### src/rwcl_pkg.sv
// Package for the RIFF/WAVE chunk locator: four-character tags, header sizes
// and result status codes. No dependencies.
package rwcl_pkg;

  localparam logic [31:0] TagRiff = 32'h4646_4952;  // "RIFF" little-endian
  localparam logic [31:0] TagWave = 32'h4556_4157;  // "WAVE"
  localparam logic [31:0] TagFmt  = 32'h2074_6D66;  // "fmt "
  localparam logic [31:0] TagData = 32'h6174_6164;  // "data"

  localparam int unsigned HeaderBytes      = 12;
  localparam int unsigned ChunkHeaderBytes = 8;
  localparam int unsigned FmtMinBytes      = 14;

  // Byte positions inside the 12-byte RIFF header
  localparam logic [31:0] PosRiffTag  = 32'd3;
  localparam logic [31:0] PosRiffLen  = 32'd7;
  localparam logic [31:0] PosWaveTag  = 32'd11;

  typedef enum logic [2:0] {
    StOk        = 3'd0,
    StTooShort  = 3'd1,
    StBadHeader = 3'd2,
    StBadLength = 3'd3,
    StOverrun   = 3'd4,
    StFmtShort  = 3'd5,
    StNotFound  = 3'd6
  } status_e;

endpackage

### src/riff_wave_chunk_locator_unit.sv
// Top level of the RIFF/WAVE chunk locator: byte-wide parser with input and
// result registers. Depends on rwcl_pkg.
//
// Feed the resource one byte per transaction, start_flag_i high on byte 0,
// after writing its total size through cfg_we_i/cfg_wdata_i while idle. The
// unit takes one byte every cycle unless a result waits; each byte sits in the
// input register, where the parser state is updated, and a result lands in the
// output register, so a result is registered after the byte that decides it
// has passed through the input register. While a result waits for out_ready_i,
// the byte in the input register holds and, once that register is full, no
// further byte is taken. At most one result is given per resource: a status
// with the fmt body offset, data body offset and data length recorded so far
// (zero where not recorded). Once a result is given, bytes are dropped until
// the next start flag; a start flag mid-resource restarts parsing.
module riff_wave_chunk_locator_unit
  import rwcl_pkg::*;
(
  input  logic        clk_i,
  input  logic        rst_ni,
  input  logic        cfg_we_i,
  input  logic [31:0] cfg_wdata_i,
  input  logic        in_valid_i,
  output logic        in_ready_o,
  input  logic        start_flag_i,
  input  logic [7:0]  data_byte_i,
  output logic        out_valid_o,
  input  logic        out_ready_i,
  output logic [2:0]  status_o,
  output logic [31:0] format_offset_o,
  output logic [31:0] data_offset_o,
  output logic [31:0] data_length_o
);

  logic [31:0] res_size_q;

  // input register
  logic        in_vld_q;
  logic        start_q;
  logic [7:0]  byte_q;

  // parser state
  logic [31:0] pos_q, pos_d;
  logic [32:0] riff_end_q, riff_end_d;
  logic [31:0] shift_q, shift_d;
  logic [31:0] ctype_q, ctype_d;
  logic [32:0] nhp_q, nhp_d;
  logic        fmt_found_q, fmt_found_d;
  logic [31:0] fmt_pos_q, fmt_pos_d;
  logic        dat_found_q, dat_found_d;
  logic [31:0] dat_pos_q, dat_pos_d;
  logic [31:0] dat_size_q, dat_size_d;
  logic        decided_q, decided_d;

  // result register
  logic        out_vld_q;
  status_e     status_q, status_d;
  logic [31:0] fmt_off_q, dat_off_q, dat_len_q;

  logic        adv;
  logic        fire;
  logic        emit;

  assign adv        = !out_vld_q || out_ready_i;
  assign in_ready_o = !in_vld_q || adv;
  assign fire       = in_vld_q && adv;

  always_comb begin
    logic        go;
    logic        stop;
    logic [31:0] p;
    logic [33:0] p_x;
    logic [33:0] body;
    logic [33:0] room;
    logic [33:0] padded;
    logic [33:0] next_pos;
    logic [33:0] rend_x;

    pos_d       = pos_q;
    riff_end_d  = riff_end_q;
    shift_d     = shift_q;
    ctype_d     = ctype_q;
    nhp_d       = nhp_q;
    fmt_found_d = fmt_found_q;
    fmt_pos_d   = fmt_pos_q;
    dat_found_d = dat_found_q;
    dat_pos_d   = dat_pos_q;
    dat_size_d  = dat_size_q;
    decided_d   = decided_q;
    emit        = 1'b0;
    status_d    = StOk;
    go          = 1'b0;
    stop        = 1'b0;
    p           = '0;
    p_x         = '0;
    body        = '0;
    room        = '0;
    padded      = '0;
    next_pos    = '0;
    rend_x      = '0;

    if (fire) begin
      if (start_q) begin
        pos_d       = '0;
        riff_end_d  = '0;
        shift_d     = '0;
        ctype_d     = '0;
        nhp_d       = 33'(HeaderBytes);
        fmt_found_d = 1'b0;
        fmt_pos_d   = '0;
        dat_found_d = 1'b0;
        dat_pos_d   = '0;
        dat_size_d  = '0;
        decided_d   = 1'b0;
        if (res_size_q < 32'(HeaderBytes)) begin
          emit     = 1'b1;
          status_d = StTooShort;
        end else begin
          go = 1'b1;
        end
      end else begin
        go = !decided_q;
      end

      if (go) begin
        shift_d = {byte_q, shift_d[31:8]};
        p       = pos_d;
        pos_d   = p + 32'd1;
        p_x     = {2'b00, p};
        rend_x  = {1'b0, riff_end_d};

        if (p == PosRiffTag) begin
          if (shift_d != TagRiff) begin
            emit     = 1'b1;
            status_d = StBadHeader;
          end
        end else if (p == PosRiffLen) begin
          riff_end_d = {1'b0, shift_d} + 33'(ChunkHeaderBytes);
        end else if (p == PosWaveTag) begin
          if (shift_d != TagWave) begin
            emit     = 1'b1;
            status_d = StBadHeader;
          end else if (riff_end_d < 33'(HeaderBytes) ||
                       riff_end_d > {1'b0, res_size_q}) begin
            emit     = 1'b1;
            status_d = StBadLength;
          end else if ({1'b0, nhp_d} + 34'(ChunkHeaderBytes) > rend_x) begin
            emit     = 1'b1;
            status_d = StNotFound;
          end
        end else if (p >= 32'(HeaderBytes)) begin
          if (p_x == {1'b0, nhp_d} + 34'd3) begin
            ctype_d = shift_d;
          end else if (p_x == {1'b0, nhp_d} + 34'd7) begin
            // last byte of a chunk header: shift_d holds the body length
            body = {1'b0, nhp_d} + 34'(ChunkHeaderBytes);
            room = (rend_x >= body) ? rend_x - body : '0;
            if ({2'b00, shift_d} > room) begin
              emit     = 1'b1;
              status_d = StOverrun;
            end else begin
              if (ctype_d == TagFmt) begin
                if (!fmt_found_d) begin
                  if (shift_d < 32'(FmtMinBytes)) begin
                    emit     = 1'b1;
                    status_d = StFmtShort;
                    stop     = 1'b1;
                  end else begin
                    fmt_found_d = 1'b1;
                    fmt_pos_d   = body[31:0];
                    if (dat_found_d && dat_size_d != '0) begin
                      emit     = 1'b1;
                      status_d = StOk;
                      stop     = 1'b1;
                    end
                  end
                end
              end else if (ctype_d == TagData) begin
                // a zero-length data chunk may be replaced by a later one
                if (!dat_found_d || dat_size_d == '0) begin
                  dat_found_d = 1'b1;
                  dat_pos_d   = body[31:0];
                  dat_size_d  = shift_d;
                  if (fmt_found_d) begin
                    emit     = 1'b1;
                    status_d = StOk;
                    stop     = 1'b1;
                  end
                end
              end

              if (!stop) begin
                // skip the body plus its pad byte when the length is odd
                padded = {2'b00, shift_d} + {33'd0, shift_d[0]};
                if (padded > room) begin
                  emit     = 1'b1;
                  status_d = StOverrun;
                end else begin
                  next_pos = body + padded;
                  nhp_d    = next_pos[32:0];
                  if (next_pos + 34'(ChunkHeaderBytes) > rend_x) begin
                    emit     = 1'b1;
                    status_d = StNotFound;
                  end
                end
              end
            end
          end
        end
      end

      if (emit) begin
        decided_d = 1'b1;
      end
    end
  end

  always_ff @(posedge clk_i or negedge rst_ni) begin
    if (!rst_ni) begin
      res_size_q  <= '0;
      in_vld_q    <= 1'b0;
      out_vld_q   <= 1'b0;
      pos_q       <= '0;
      riff_end_q  <= '0;
      shift_q     <= '0;
      ctype_q     <= '0;
      nhp_q       <= 33'(HeaderBytes);
      fmt_found_q <= 1'b0;
      fmt_pos_q   <= '0;
      dat_found_q <= 1'b0;
      dat_pos_q   <= '0;
      dat_size_q  <= '0;
      decided_q   <= 1'b1;
    end else begin
      if (cfg_we_i) begin
        res_size_q <= cfg_wdata_i;
      end
      if (in_ready_o) begin
        in_vld_q <= in_valid_i;
      end
      if (adv) begin
        out_vld_q <= fire && emit;
      end
      pos_q       <= pos_d;
      riff_end_q  <= riff_end_d;
      shift_q     <= shift_d;
      ctype_q     <= ctype_d;
      nhp_q       <= nhp_d;
      fmt_found_q <= fmt_found_d;
      fmt_pos_q   <= fmt_pos_d;
      dat_found_q <= dat_found_d;
      dat_pos_q   <= dat_pos_d;
      dat_size_q  <= dat_size_d;
      decided_q   <= decided_d;
    end
  end

  // payload registers, no reset
  always_ff @(posedge clk_i) begin
    if (in_ready_o && in_valid_i) begin
      start_q <= start_flag_i;
      byte_q  <= data_byte_i;
    end
    if (fire && emit) begin
      status_q  <= status_d;
      fmt_off_q <= fmt_found_d ? fmt_pos_d : '0;
      dat_off_q <= dat_found_d ? dat_pos_d : '0;
      dat_len_q <= dat_found_d ? dat_size_d : '0;
    end
  end

  assign out_valid_o     = out_vld_q;
  assign status_o        = status_q;
  assign format_offset_o = fmt_off_q;
  assign data_offset_o   = dat_off_q;
  assign data_length_o   = dat_len_q;

endmodule
### config.mk
export PLATFORM = sky130hd
export DESIGN_NAME = riff_wave_chunk_locator_unit
export DESIGN_NICKNAME = d
export VERILOG_FILES = /design/src/rwcl_pkg.sv /design/src/riff_wave_chunk_locator_unit.sv
export SDC_FILE = /design/constraint.sdc
export NUM_CORES = 2
export LEC_CHECK = 0
export ABC_AREA = 1
export BUFFER_PORTS_ARGS = -buffer_cell sky130_fd_sc_hd__buf_2
export CAP_MARGIN = 5
export CELL_PAD_IN_SITES_DETAIL_PLACEMENT = 0
export CELL_PAD_IN_SITES_GLOBAL_PLACEMENT = 1
export CORE_ASPECT_RATIO = 2
export CORE_MARGIN = 3
export CORE_UTILIZATION = 50
export CTS_CLUSTER_DIAMETER = 120
export DETAILED_ROUTE_END_ITERATION = 12
export HOLD_SLACK_MARGIN = 0.06
export PLACE_DENSITY_LB_ADDON = 0.25
export SYNTH_ARGS = -nofsm -noshare
export SYNTH_HDL_FRONTEND = slang
export SYNTH_SLANG_ARGS = --single-unit
### constraint.sdc
create_clock -name clk_i -period 32.5 [get_ports clk_i]
set_clock_uncertainty 0.15 [all_clocks]
set_input_delay 8.125 -clock clk_i [delete_from_list [all_inputs] [get_ports clk_i]]
set_output_delay 8.125 -clock clk_i [all_outputs]
set_load 0.005 [all_outputs]
==> metrics.txt <==
top cell type's share of synthesized area=just over 20%; GR Util All Layers=a little under half; Avg WL per Cell=27.7 um; top cell type by total area after synthesis=dfrtp_1; Tcrit/Tclk final=51.7%; # resized after CTS=0; CP endpoint kind=output port; layout cell share with drive strength beyond 1=~8.7%; detailed-route vias per instance=~6.1; Mapped Area=about 34000 sq um; final worst slack=15.70 ns; CTS tree=done; Initial Util=50.6%; area delta synth->final=8.80%; Lkg Pwr=17.7 nW; DR vias=roughly 37000; Synth Area per Inst=between 6 and 7 sq um; Final Cell Area=roughly 37000 sq um; Die Footprint=approximately 70000 sq um; Min Hold Slack=~0.33 ns; Async S/R FF share, synth=roughly 73%; nets=between 5000 and 6000; CP Class=primary input to output port; most used flip-flop cell after synthesis=dfrtp_1; first-pass GRT wire length=between 200 and 250 mm; starting DRC count in detailed routing=roughly 3700; worst-margin pin slew=1.58 ns; hold_sp=nhp_q[3]; routability cong.=about 1.1; EDFF count, synth=roughly 110; Gate Count Post-Synth=between 5000 and 6000; CP max FO=3; TritonCTS buffer count=40; Die Span X=about 190 um; Routed WL=170 mm; CP Data Required Time=about 24 ns; DP Area=about 36000 sq um; #FFs+latches synth=about 400; I/O Buffers=roughly 150; largest net degree at the start of global routing=about 110; grt ovf=0; Post-Syn Nets=5371; post-synthesis cell type count=74; Reg2Reg Launch Point=start_q; PD cells=slightly below 60 nW/um^2; CTS Root Cell=clkbuf_16; failing checks=capacitance limit, slew limit; worst reg2reg path depth=32; Bufs on Longest Clock Path=3; sequential area share after synthesis=30.3%; crit path launch=out_ready_i; post-CTS setup buffers=0; Worst-path clk slew=about 0.070 ns; DR pass1 iterations=8; total negative setup slack=0 ns; hold depth=2; startpoint types=primary input; # setup viols final=0; Hold-fix buffers, CTS=0; yosys warns=0; Clock Sinks=a little under 400; Area contributors post-synth=dfrtp_1 (21%), nand2_1 (12%), edfxtp_1 (9.4%), inv_1 (8.3%), ha_1 (7.1%); Tightest Hold Check Type=register to register; most frequent cells after synthesis=nand2_1 (1067), inv_1 (758), nor2_1 (544); vias in the first global route=approximately 36000; Post-DP HPWL=131 mm; worst slew margin relative to its limit=-5.59%; dpl ws=roughly 16 ns; Finished Core Util=between 50% and 60%; Core ar.=just under 70000 sq um; Peak Freq=between 0.05 and 0.06 GHz; H-tree Lvls=2; top-count cell post-synth=nand2_1; maxcap violations=2; FP Rows=135; Max Slew Vio Count=6; post-route minimum period=around 17 ns; RSZ-0062 raised after global routing=false; later-pin clock latency in the skew report=between 0.6 and 0.7 ns; status=finished with violations; crit path DAT=8.53 ns; I/O pin count=~150; final hold vios=0; DRC=0; Final ANT Viol Nets=0; initial antenna violation count=13; Die Ht=377 um; Worst VDD drop=0.0454 mV
## worst paths after layout
| path | to | slack, ns |
|---|---|---|
| min in group asynchronous | dat_pos_q[14] | 7.31 |
| setup reg to reg | data_offset_o[12] | 20.55 |
| max in group asynchronous | res_size_q[20] | 22.97 |
| setup / recovery | in_ready_o | 15.70 |
| hold / removal | nhp_q[3] | 0.33 |
| hold reg to reg | nhp_q[3] | 0.33 |
## cell families (layout without fill, tap and decap cells)
family	after synthesis	after routing	synth area share, %
AO/OA/AOI/OAI	1106	1106	17.5
buffers and inverters	975	1074	11.1
AND/OR/NAND/NOR	2278	2278	29.2
flip-flops	395	395	30.3
other	0	8	0
XOR/XNOR	176	176	4.59
adder cells (fa/ha/maj)	197	197	7.22
multiplexers	1	1	0.0328
## critical path: stages
cell	delay [ns]
buf_2	0.09
inv_1	0.06
nand3_1	0.10
buf_2	0.15
## layer usage
layer | routed length [um] | part of all wire, % | track usage (%) | vias up
met5 | 76 | 0.045 | 0 | -
met4 | 25900 | 15 | 54.1 | 12
met2 | 75600 | 45 | 72.9 | 2147
met3 | 15900 | 9.4 | 11.6 | 858
li1 | - | - | - | 17000
met1 | 52300 | 31 | 45.8 | 17200
## layout by cell type (no fill, tap or decap), drive strengths merged, types with 11 or more instances in the layout
| cell type | netlist | final |
|---|---|---|
| nor4 | 56 | 56 |
| o211ai | 62 | 62 |
| o22ai | 17 | 17 |
| ha | 195 | 195 |
| nand3b | 11 | 11 |
| xor2 | 137 | 137 |
| dfrtp | 284 | 284 |
| xnor2 | 39 | 39 |
| nand3 | 245 | 245 |
| nor2 | 583 | 583 |
| a31oi | 17 | 17 |
| o21ai | 476 | 476 |
| clkinv | 6 | 24 |
| nor3 | 134 | 134 |
| buf | 79 | 217 |
| or2 | 26 | 26 |
| inv | 777 | 779 |
| nand2 | 1099 | 1099 |
| a21oi | 452 | 452 |
| nand4 | 106 | 106 |
| edfxtp | 108 | 108 |
| clkbuf | 113 | 50 |
## through the flow
stage	power (mW)	instances
finish	2.19	6125
global route	2.30	6118
CTS	2.15	6117
detailed placement	1.64	6043
global placement	1.63	6043
floorplan	1.28	5128
## registers in the layout (all words and copies together) (netlist names), 3 cells and up
name and cells:
shift_q 24, res_size_q 32, fmt_pos_q 32, byte_q 8, riff_end_q 33, data_offset_o 32
nhp_q 33, dat_size_q 32, data_length_o 32, format_offset_o 32, status_o 3, pos_q 32
dat_pos_q 32, ctype_q 32
## power by group
group | internal [mW] | total (mW) | switching, mW
sequential | 0.587 | 0.638 | 0.0510
clock | 0.273 | 0.507 | 0.235
combinational | 0.288 | 1.05 | 0.760
total | 1.15 | 2.19 | 1.05
## layout make-up
| cell class | count | area [sq um] |
|---|---|---|
| antenna | 8 | 20.0 |
| multi-input combinational | 3758 | 20200 |
| sequential | 395 | 10400 |
| timing repair buffer | 217 | 1290 |
| clock buffer | 50 | 1080 |
| inverter | 783 | 2950 |
| clock inverter | 24 | 304 |
| tap | 890 | 1110 |
| fill | 6907 | 30500 |
No activity file was read; power rests on OpenSTA's default activity.
